File: src/design/rrw_pkg.sv
// ----------------------------------------------------------------------------
// Receive reorder window package
// Beat types, field widths and status codes shared by the reorder window.
// ----------------------------------------------------------------------------
package rrw_pkg;

  localparam int unsigned SeqW     = 31;
  localparam int unsigned LenW     = 16;
  localparam int unsigned DoneW    = 32;
  localparam int unsigned SlotOutW = 6;
  localparam int unsigned MaxW     = 32;

  typedef enum logic [1:0] {
    StAccept = 2'd0,
    StDrain  = 2'd1,
    StGap    = 2'd2
  } status_e;

  typedef struct packed {
    logic [SeqW-1:0]         seq;
    logic [LenW-1:0]         pkt_len;
    logic                    exit_flag;
    logic signed [DoneW-1:0] delivered_seq;
  } pkt_in_t;

  typedef struct packed {
    status_e                status;
    logic [SlotOutW-1:0]    slot;
    logic                   store_payload;
    logic signed [MaxW-1:0] highest_seq;
  } result_t;

endpackage

File: src/design/receive_reorder_window_top.sv
// ----------------------------------------------------------------------------
// Receive reorder window
// Sliding-window reorder buffer for one stream: maps each arriving packet
// descriptor to a ring slot and reports store, drain or gap failure.
// ----------------------------------------------------------------------------
// Usage:
// A descriptor beat on the input channel carries the sequence number, length,
// exit flag and the consumer's delivered-up-to sequence. Each beat gives
// exactly one result beat with the status, the ring slot, whether the payload
// is to be written at that slot, and the highest stored sequence.
// The slot memory is read as the beat is taken into the evaluation stage, and
// the result register is loaded when that stage advances into it.
// Throughput is one beat per cycle unless the clearing pass or a receiver stall
// holds it; a write to a slot is forwarded to a read of the same slot by the following beat.
// After reset a clearing pass zeroes the slot memory, one slot per cycle, and
// in_stall_o stays high until it ends. SLOTS must be a power of two.
// When the receiver stalls, the result register holds its beat, the beat in
// the evaluation stage, if there is one, waits behind it and in_stall_o
// rises in the same cycle.
// ----------------------------------------------------------------------------
module receive_reorder_window_top #(
  parameter int unsigned SLOTS = 64
) (
  input  logic              clk_i,
  input  logic              rst_ni,
  input  logic              in_valid_i,
  output logic              in_stall_o,
  input  rrw_pkg::pkt_in_t  in_beat_i,
  output logic              out_valid_o,
  input  logic              out_stall_i,
  output rrw_pkg::result_t  out_beat_o
);

  localparam int unsigned AddrW = $clog2(SLOTS);

  logic                            accept_in, s1_adv, clearing;
  logic                            s1_v_q, s1_v_d, out_v_q, out_v_d;
  rrw_pkg::pkt_in_t                s1_q;
  rrw_pkg::result_t                out_q, res;
  logic signed [rrw_pkg::MaxW-1:0] max_q, max_d;
  logic                            store, we;
  logic [AddrW-1:0]                waddr, raddr_a, raddr_b;
  logic [rrw_pkg::SeqW-1:0]        rdata_a, rdata_b, cur_seq, next_seq, fwd_q;
  logic                            hit_a_q, hit_b_q;

  assign accept_in  = in_valid_i && !in_stall_o;
  assign s1_adv     = s1_v_q && (!out_v_q || !out_stall_i);
  assign in_stall_o = clearing || (s1_v_q && !s1_adv);

  assign raddr_a = in_beat_i.seq[AddrW-1:0];
  assign raddr_b = in_beat_i.delivered_seq[AddrW-1:0] + AddrW'(1);
  assign we      = s1_adv && store;
  assign waddr   = s1_q.seq[AddrW-1:0];

  rrw_slot_mem #(
    .SLOTS(SLOTS)
  ) u_mem (
    .clk_i      (clk_i),
    .rst_ni     (rst_ni),
    .we_i       (we),
    .waddr_i    (waddr),
    .wdata_i    (s1_q.seq),
    .re_i       (accept_in),
    .raddr_a_i  (raddr_a),
    .raddr_b_i  (raddr_b),
    .rdata_a_o  (rdata_a),
    .rdata_b_o  (rdata_b),
    .clearing_o (clearing)
  );

  // The beat leaving the stage writes in the same edge as the new beat reads,
  // so its write is caught here and takes the place of the stale read.
  always_ff @(posedge clk_i) begin
    if (accept_in) begin
      s1_q    <= in_beat_i;
      hit_a_q <= we && (waddr == raddr_a);
      hit_b_q <= we && (waddr == raddr_b);
      fwd_q   <= s1_q.seq;
    end
  end

  assign cur_seq  = hit_a_q ? fwd_q : rdata_a;
  assign next_seq = hit_b_q ? fwd_q : rdata_b;

  rrw_eval #(
    .SLOTS(SLOTS)
  ) u_eval (
    .pkt_i      (s1_q),
    .cur_seq_i  (cur_seq),
    .next_seq_i (next_seq),
    .max_i      (max_q),
    .max_o      (max_d),
    .store_o    (store),
    .res_o      (res)
  );

  assign s1_v_d  = accept_in || (s1_v_q && !s1_adv);
  assign out_v_d = s1_adv || (out_v_q && out_stall_i);

  always_ff @(posedge clk_i or negedge rst_ni) begin
    if (!rst_ni) begin
      s1_v_q  <= 1'b0;
      out_v_q <= 1'b0;
      max_q   <= -32'sd1;
    end else begin
      s1_v_q  <= s1_v_d;
      out_v_q <= out_v_d;
      if (s1_adv) begin
        max_q <= max_d;
      end
    end
  end

  always_ff @(posedge clk_i) begin
    if (s1_adv) begin
      out_q <= res;
    end
  end

  assign out_valid_o = out_v_q;
  assign out_beat_o  = out_q;

  a_no_status_without_store : assert property (
    @(posedge clk_i) disable iff (!rst_ni)
    out_valid_o |-> (out_beat_o.store_payload || out_beat_o.status == rrw_pkg::StAccept)
  ) else $error("status other than accept on a beat that stores nothing");

  a_max_monotonic : assert property (
    @(posedge clk_i) disable iff (!rst_ni)
    s1_adv |=> (max_q >= $past(max_q))
  ) else $error("highest stored sequence went down");

  a_no_write_while_clearing : assert property (
    @(posedge clk_i) disable iff (!rst_ni)
    clearing |-> !we
  ) else $error("slot write during the clearing pass");

  a_accept_fills_stage : assert property (
    @(posedge clk_i) disable iff (!rst_ni)
    accept_in |=> s1_v_q
  ) else $error("accepted beat lost before evaluation");

endmodule

File: src/design/rrw_slot_mem.sv
// ----------------------------------------------------------------------------
// Reorder window slot sequence memory
// One write port and two registered read ports, with a clearing pass that
// zeroes every entry after reset.
// ----------------------------------------------------------------------------
module rrw_slot_mem #(
  parameter int unsigned SLOTS = 64,
  localparam int unsigned AddrW = $clog2(SLOTS)
) (
  input  logic                     clk_i,
  input  logic                     rst_ni,
  input  logic                     we_i,
  input  logic [AddrW-1:0]         waddr_i,
  input  logic [rrw_pkg::SeqW-1:0] wdata_i,
  input  logic                     re_i,
  input  logic [AddrW-1:0]         raddr_a_i,
  input  logic [AddrW-1:0]         raddr_b_i,
  output logic [rrw_pkg::SeqW-1:0] rdata_a_o,
  output logic [rrw_pkg::SeqW-1:0] rdata_b_o,
  output logic                     clearing_o
);

  logic [rrw_pkg::SeqW-1:0] mem [SLOTS];
  logic [rrw_pkg::SeqW-1:0] rdata_a_q, rdata_b_q;
  logic                     clr_q, clr_d;
  logic [AddrW-1:0]         clr_cnt_q, clr_cnt_d;

  always_comb begin
    clr_d     = clr_q;
    clr_cnt_d = clr_cnt_q;
    if (clr_q) begin
      clr_cnt_d = clr_cnt_q + AddrW'(1);
      if (clr_cnt_q == AddrW'(SLOTS - 1)) begin
        clr_d = 1'b0;
      end
    end
  end

  always_ff @(posedge clk_i or negedge rst_ni) begin
    if (!rst_ni) begin
      clr_q     <= 1'b1;
      clr_cnt_q <= '0;
    end else begin
      clr_q     <= clr_d;
      clr_cnt_q <= clr_cnt_d;
    end
  end

  always_ff @(posedge clk_i) begin
    if (clr_q) begin
      mem[clr_cnt_q] <= '0;
    end else if (we_i) begin
      mem[waddr_i] <= wdata_i;
    end
  end

  always_ff @(posedge clk_i) begin
    if (re_i) begin
      rdata_a_q <= mem[raddr_a_i];
      rdata_b_q <= mem[raddr_b_i];
    end
  end

  assign rdata_a_o  = rdata_a_q;
  assign rdata_b_o  = rdata_b_q;
  assign clearing_o = clr_q;

endmodule

File: src/design/rrw_eval.sv
// ----------------------------------------------------------------------------
// Reorder window packet evaluation
// Decides from the packet and the two slot reads whether to store, whether
// the window is full, and the new highest stored sequence.
// ----------------------------------------------------------------------------
module rrw_eval #(
  parameter int unsigned SLOTS = 64
) (
  input  rrw_pkg::pkt_in_t                  pkt_i,
  input  logic [rrw_pkg::SeqW-1:0]          cur_seq_i,
  input  logic [rrw_pkg::SeqW-1:0]          next_seq_i,
  input  logic signed [rrw_pkg::MaxW-1:0]   max_i,
  output logic signed [rrw_pkg::MaxW-1:0]   max_o,
  output logic                              store_o,
  output rrw_pkg::result_t                  res_o
);

  localparam logic [rrw_pkg::SlotOutW-1:0] SlotMask =
      rrw_pkg::SlotOutW'((SLOTS - 1) > 63 ? 63 : (SLOTS - 1));

  logic signed [32:0] seq_x, done_x;
  logic signed [33:0] ahead;
  logic [32:0]        next_x;
  logic               newer, present, full, next_ok, raise;

  always_comb begin
    seq_x   = {2'b00, pkt_i.seq};
    done_x  = {pkt_i.delivered_seq[31], pkt_i.delivered_seq};
    newer   = done_x < seq_x;
    // Sequence zero is never taken as present, since a cleared slot also reads zero.
    present = (cur_seq_i == pkt_i.seq) && (pkt_i.seq != '0);
    store_o = newer && !present;

    ahead   = {seq_x[32], seq_x} - {done_x[32], done_x};
    full    = ahead == 34'(SLOTS);
    next_x  = done_x + 33'sd1;
    next_ok = !next_x[32] && (next_x[31:0] == {1'b0, next_seq_i});

    raise   = store_o && ($signed({1'b0, pkt_i.seq}) > max_i);
    max_o   = raise ? $signed({1'b0, pkt_i.seq}) : max_i;

    res_o.status = rrw_pkg::StAccept;
    if (store_o && full) begin
      res_o.status = next_ok ? rrw_pkg::StDrain : rrw_pkg::StGap;
    end
    res_o.slot          = pkt_i.seq[rrw_pkg::SlotOutW-1:0] & SlotMask;
    res_o.store_payload = store_o;
    res_o.highest_seq   = max_o;
  end

endmodule
File: config.mk
export PLATFORM = sky130hd
export DESIGN_NAME = receive_reorder_window_top
export DESIGN_NICKNAME = d
export VERILOG_FILES = /design/src/design/rrw_pkg.sv /design/src/design/receive_reorder_window_top.sv /design/src/design/rrw_slot_mem.sv /design/src/design/rrw_eval.sv
export SDC_FILE = /design/constraint.sdc
export NUM_CORES = 2
export LEC_CHECK = 0
export BUFFER_PORTS_ARGS = -buffer_cell sky130_fd_sc_hd__buf_4
export CORE_MARGIN = 2
export CORE_UTILIZATION = 64
export DETAILED_ROUTE_END_ITERATION = 10
export MAX_ROUTING_LAYER = met4
export PLACE_DENSITY_LB_ADDON = 0.1
export SLEW_MARGIN = 5
export SYNTH_ARGS = -nofsm -noshare
export SYNTH_HDL_FRONTEND = slang
export SYNTH_SLANG_ARGS = --single-unit
File: constraint.sdc
create_clock -name clk_i -period 6.1 [get_ports clk_i]
set_input_delay 0.305 -clock clk_i [delete_from_list [all_inputs] [get_ports clk_i]]
set_output_delay 0.305 -clock clk_i [all_outputs]
set_load 0.01 [all_outputs]
## Word level (Yosys, flattened, before mapping)

Memory sizes are Yosys's and may differ from the RTL's. A register that Yosys moved wholly into a read port is not among the register bits.
Cells that the tools add are included.

| word-level totals | value |
|---|---|
| memories kept | 1 |
| register bits after elaboration | 178 |
| RAM bits | 1984 |
| output and inout bits | 43 |
| bits in read-only memories | 0 |
| word-level logic and storage cells | 65 |
| bits in latches | 0 |
| bits of input ports | 84 |

Memories:

| name | words | width | rd ports | clocked after memory_dff | wr ports | RTL line | RTL |
|---|---|---|---|---|---|---|---|
| u_mem.mem | 64 | 31 | 2 | 2 | 1 | rrw_slot_mem.sv:23 | `logic [rrw_pkg::SeqW-1:0] mem [SLOTS];` |

| cells by class | value |
|---|---|
| multipliers | 0 |
| magnitude comparators | 2 |
| div/mod/pow operators | 0 |
| add/subtract/negate cells | 4 |
| mux-type cells | 14 |
| reduce and logical (&&, ||, !) cells | 24 |
| equality and inequality tests | 6 |
| bitwise gates (word level) | 0 |
| shift-type cells | 0 |

Operator list:

| cell | count |
|---|---|
| 31-bit two-way mux | 3 |
| 34-bit by 7-bit == test with 1-bit output (second input constant) | 1 |
| 32-bit by 2-bit adder with 33-bit output (second input constant) | 1 |
| 32-bit by 32-bit subtractor with 33-bit output | 1 |
| 32-bit by 31-bit == test with 1-bit output | 1 |
| 32-bit > comparator | 1 |
| 32-bit less-than comparator | 1 |
| 32-bit two-way mux | 1 |
| 31-bit == test | 1 |
| 31-bit nonzero test | 1 |
| 31-bit OR reduction | 1 |
| 6-bit by 1-bit adder with 6-bit output (second input constant) | 2 |
| 6-bit == test | 2 |
| 1-bit logical AND | 12 |
| 1-bit two-way mux | 8 |
| 6-bit == test (second input constant) | 1 |
| 1-bit logical NOT | 6 |
| 6-bit two-way mux | 1 |
| 1-bit logical OR | 4 |
| 2-bit two-way mux | 1 |

## Logic depth before layout (Yosys ltp)

| depth | value |
|---|---|
| depth in word-level cells | 11 |
| gate-level depth with buffers | 14 |
| gate-level depth less buffers | 12 |

## By module

A second synthesis with hierarchy kept.

| unflattened totals | value |
|---|---|
| cell total of the unflattened synthesis | 5877 |
| area, all modules | 106552.2 µm² |

Modules (own cells, without submodules):

| module | area an instance (µm²) | times used | cells each | sequential area each (µm²) |
|---|---|---|---|---|
| rrw_slot_mem | 94423.1 | 1 | 4817 | 61615.3 |
| receive_reorder_window_top | 6890.4 | 1 | 327 | 5515.3 |
| rrw_eval | 5238.8 | 1 | 733 | 0.0 |

## Least setup slack after synthesis

No wires, ideal clock.

| timing | value |
|---|---|
| path type | register to register |
| start point | reg s1_q[49] in the netlist's numbering |
| end point | mem u_mem.mem[18][0] in the netlist's numbering, enable pin |
| path slack | 594 ps |
| period minus slack after synthesis | 5506 ps |
| library setup time | 467 ps |
| arrival time | 5039 ps |
| buffers on the path | 3 |
| data required time | 5633 ps |
| cell stages (with the launch flop) | 14 |
| path through | edfxtp_1 -> clkbuf_1 -> inv_1 -> ha_1 -> nor2b_1 -> o2111a_1 -> o211ai_1 -> a31oi_1 -> a311o_1 -> a21boi_2 -> o21a_1 -> buf_4 -> buf_4 -> o31ai_1 |

| between the ends | value |
|---|---|
| longest elaborated chain between the ends | 10 |
| elaborated cells on any way between the ends | 13 |
| classes of those cells | order compare: 1; eq/ne: 1; mux: 5; reduce/logical: 6 |

Ends and longest elaborated chain:

| element | RTL line | RTL |
|---|---|---|
| start: declaration | receive_reorder_window_top.sv:38 | `rrw_pkg::pkt_in_t s1_q;` |
| start signal: assignment | receive_reorder_window_top.sv:75 | `s1_q <= in_beat_i;` |
| branches (longest 10 deep; another with 32-bit less-than comparator) | -- |  |
| end: declaration | rrw_slot_mem.sv:23 |  |

Parallel ways; which one is timed is not known.

## Worst setup path after layout

| timing | value |
|---|---|
| start point | reg s1_q[12] in the netlist's numbering |
| end point | mem u_mem.mem[27][30] in the netlist's numbering, enable pin |

| between the ends | value |
|---|---|
| longest elaborated chain between the ends | 8 |
| elaborated cells on any way between the ends | 9 |
| classes of those cells | order compare: 1; mux: 5; reduce/logical: 3 |

Ends and longest elaborated chain:

| element | RTL line | RTL |
|---|---|---|
| 32-bit less-than comparator * | rrw_eval.sv:29 | `newer = done_x < seq_x;` |
| 1-bit logical AND * | rrw_eval.sv:32 | `store_o = newer && !present;` |
| 1-bit logical AND * | receive_reorder_window_top.sv:52 | `assign we = s1_adv && store;` |
| 1-bit two-way mux * | rrw_slot_mem.sv:52 | `end else if (we_i) begin` |
| 1-bit two-way mux * | rrw_slot_mem.sv:50 | `if (clr_q) begin` |
| 1-bit two-way mux (implied by the code) * | rrw_slot_mem.sv:53 | `mem[waddr_i] <= wdata_i;` |
| 31-bit OR reduction (no source line) | -- |  |
| 6-bit two-way mux (no source line) or 1-bit two-way mux (tied branches) | -- |  |

Every way passes the cells marked *; elsewhere a longest branch is shown, timed or not.

==> results.py <==
metrics = {
    "logic_synthesis": {
        "yosys_warnings": 0,
        "synth_top_family_by_area": "multiplexers",
        "yosysUniqueCellTypes": 92,
        "yosys.area_share.simple_pct": 1.989,
        "postSynthAreaPerCell_um2": 21.42,
        "yosysSeqAreaShare_pct": 63.62,
        "yosys.area_share.adder_pct": 0.8053,
        "synthMuxAreaShare_pct": 29.47,
        "synthXorXnorAreaFrac_pct": 0.8531,
        "synth_cells": 4890,
        "synth_seq_cells": 2224,
        "synth-main-ff-cell": "edfxtp_1",
        "synth_area_mm2": 0.1047,
        "synth-edff-count": 2183,
        "synth_compound_area_share_pct": 1.649,
        "synthArstFlopShare_pct": 1.844,
        "syn_nets": 5040,
    },
    "critical_path": {
        "crit_fanout": 22,
        "arrival_ns": 5.92,
        "crit_required_ns": 6.59,
        "reg2regPathDepth": 12,
        "endpoint_kind": "flip-flop",
        "start_kind": "flip-flop",
        "worstReg2RegStart": "s1_q[12]",
        "timing.rr.end": "u_mem.mem[27][30]",
        "crit_path_start": "s1_q[12]",
        "regToRegSetupSlack_ns": 0.68,
        "crit_type": "flip-flop to flip-flop",
    },
    "detailed_routing": {
        "top_layer_used": "met4",
        "wl_met1_um": 109600,
        "route.met3.wl_um": 47250,
        "num_vias": 60180,
        "routedWlPerCell_um": 43.50,
        "drtIter0Drc": 10430,
        "drt-total-wl_um": 328000,
        "vias_per_cell": 7.981,
        "met2_length_um": 154100,
        "drc": 0,
        "drt-pass1-iter-count": 8,
        "ant_nets": 0,
    },
    "floorplan": {
        "start_util_pct": 64.41,
        "die_x_um": 408.5,
        "core_region_area_mm2": 0.1626,
        "die_area_mm2": 0.1669,
        "ios": 127,
        "dieHeight_um": 408.5,
        "num_rows": 148,
    },
    "power_and_ir_drop": {
        "clkPwrFrac_pct": 37.9,
        "cell_internal_pwr_uw": 27180,
        "irDropWorstVdd_mv": 0.2891,
        "p_comb_share_pct": 13.1,
        "p_leak_uw": 0.03754,
        "seqPwrFrac_pct": 49.0,
        "p_sw_uw": 8845,
        "power.density_mw_per_mm2": 305.1,
        "switching_share_pct": 24.55,
    },
    "clocking": {
        "cts.clk_slew.worst_paths_ns": 0.07,
        "cts_buffer_depth": 3,
        "cts_resized": 0,
        "cts_root_buf": "clkbuf_16",
        "cts_tree": "done",
        "cts_inserted_buffers": 221,
        "cts_sinks": 2224,
        "h-tree-depth": 4,
        "clk_latency_ns": 0.88,
    },
    "place": {
        "io_buffers": 109,
        "dp_hpwl_um": 189400,
        "gp_congestion": 0.9841,
    },
    "cells_and_area": {
        "syn2layout_area_growth_pct": 12.76,
        "regArea_mm2": 0.06662,
        "fin_nets": 5325,
        "fillCellCount": 9198,
        "multi_input_area_mm2": 0.03736,
        "drive_gt1_share_pct": 40.48,
        "layout_common_cells": "edfxtp_1 (2183), mux4_2 (1302), buf_4 (295)",
        "layout_commonest_cell": "edfxtp_1",
    },
    "timing": {
        "max_slew_margin_pct": 16.10,
        "period_minus_slack_ns": 5.422,
        "holdWs_ns": 0.05650,
        "fmax_mhz": 184.4,
        "setup_viol": 0,
        "fin_crit_sh_pct": 88.88,
        "finClkSkew_ns": 0.04426,
        "worst_slew_pin_slew_ns": 1.258,
        "finalHoldViolCount": 0,
        "drv_slew": 0,
        "rsz0062_at_grt": "false",
        "finalSetupTns_ns": 0,
    },
    "global_route": {
        "grt_max_degree": 141,
        "grt_antenna_before_repair": 8,
        "track_usage_pct": 41.26,
        "grt_pass1_wl_um": 460100,
        "grt_pass1_vias": 59520,
        "globalRouteOverflowTotal": 0,
    },
    "job": {
        "max_cap_viol_count": 0,
    },
    "outcome": {
        "status": "complete, no violations",
    },
    "worst_hold_path": {
        "worstHoldPathType": "primary input to async pin",
    },
}
synth_stat cells (11+ instances only):
cell type | instances | area, µm²
mux4_2 | 1302 | 29320
nand4_1 | 25 | 156.4
nand2_1 | 73 | 274.0
nor4_1 | 23 | 143.9
nor2_1 | 86 | 322.8
clkbuf_1 | 223 | 837.1
inv_1 | 74 | 277.8
edfxtp_1 | 2183 | 65550
a31oi_1 | 13 | 81.33
dfstp_2 | 33 | 867.1
xnor2_1 | 80 | 700.7
or2_2 | 11 | 68.82
and2_1 | 36 | 225.2
buf_2 | 20 | 100.1
o21a_1 | 14 | 105.1
ha_1 | 65 | 813.3
nor3_1 | 29 | 145.1
xor2_1 | 22 | 192.7
buf_1 | 84 | 315.3
o21ai_0 | 38 | 190.2
mux2_1 | 29 | 326.6
nand3_1 | 37 | 185.2
o32ai_1 | 29 | 254.0
mux2i_1 | 69 | 690.7
a21oi_1 | 53 | 265.3
mux2_2 | 42 | 473.0
cell type report:
| cell class | count | share of cell area, % |
|---|---|---|
| inverters | 75 | 0.2384 |
| well taps | 2175 | 2.305 |
| diodes | 8 | 0.01695 |
| clock inverters | 150 | 1.273 |
| repair buffers | 410 | 3.294 |
| flip-flops and latches | 2224 | 56.42 |
| clock buffers | 256 | 4.812 |
| multi-input cells | 2243 | 31.64 |
power by group through the flow:
stage	clock network, µW	logic [µW]	registers [µW]
4_1_cts	13700	4680	17600
3_5_place_dp	0	4610	17900
3_3_place_gp	0	4570	17900
6_report	13700	4730	17600
2_1_floorplan	0	3040	17900
5_1_grt	14300	4950	17700
sequential cells by signal, summed over array words and instances (netlist names), 6 cells and up:
register         flops
u_mem.mem         1984
max_q               32
u_mem.clr_cnt_q      6
u_mem.rdata_a_o     31
u_mem.rdata_b_o     31
s1_q                63
fwd_q               31
out_beat_o          41
worst max path at each step:
stage | to | slack [ns] | cells past startpoint
floorplan | u_mem.mem[18][0] | 0.59 | 13
global placement | u_mem.mem[21][4] | 0.88 | 13
detailed placement | u_mem.mem[27][0] | 0.85 | 12
CTS | u_mem.mem[27][26] | 0.79 | 12
global route | u_mem.mem[27][26] | 0.60 | 12
finish | u_mem.mem[27][30] | 0.68 | 12
metal layers:
metal,GRT usage [%],up-vias
li1,-,22140
met1,54.55,31570
met2,60.60,5602
met3,12.50,871
met4,17.69,0
met5,-,-
worst max-delay path, stage by stage (launching register included):
cell and delay [ns]:
edfxtp_1 0.37, inv_1 0.10, ha_1 0.51, nand4_1 0.35, nor3_2 0.28, o211ai_1 0.18
a31oi_1 0.34, a311o_1 0.23, a21boi_2 0.40, o21ai_4 0.35, buf_12 0.30, o32ai_4 0.85
buf_4 0.72
kinds of logic after synthesis:
kind of cell,Yosys count
compound gates,243
buf+inv,423
xor+xnor,102
flops,2224
simple gates,386
fa+ha+maj,67
mux,1445
through the flow:
| stage | util, % | cell area (µm²) | power (µW) | instances | setup WS [ns] |
|---|---|---|---|---|---|
| floorplan | - | 104700 | 20950 | 4890 | 0.5939 |
| global placement | 67.83 | 110300 | 22500 | 7067 | 0.8847 |
| detailed placement | 67.83 | 110300 | 22550 | 7067 | 0.8509 |
| CTS | 72.61 | 118100 | 36010 | 7533 | 0.7898 |
| global route | 72.62 | 118100 | 36880 | 7539 | 0.5968 |
| finish | 72.63 | 118100 | 36030 | 7541 | 0.6784 |
timing repair:
action	in CTS	in global routing
setup buffers	0	0
endpoints found under the setup margin	0	0
hold buffers	60	0
endpoints found under the hold margin	101	0
(Power assumes the default switching activity.)
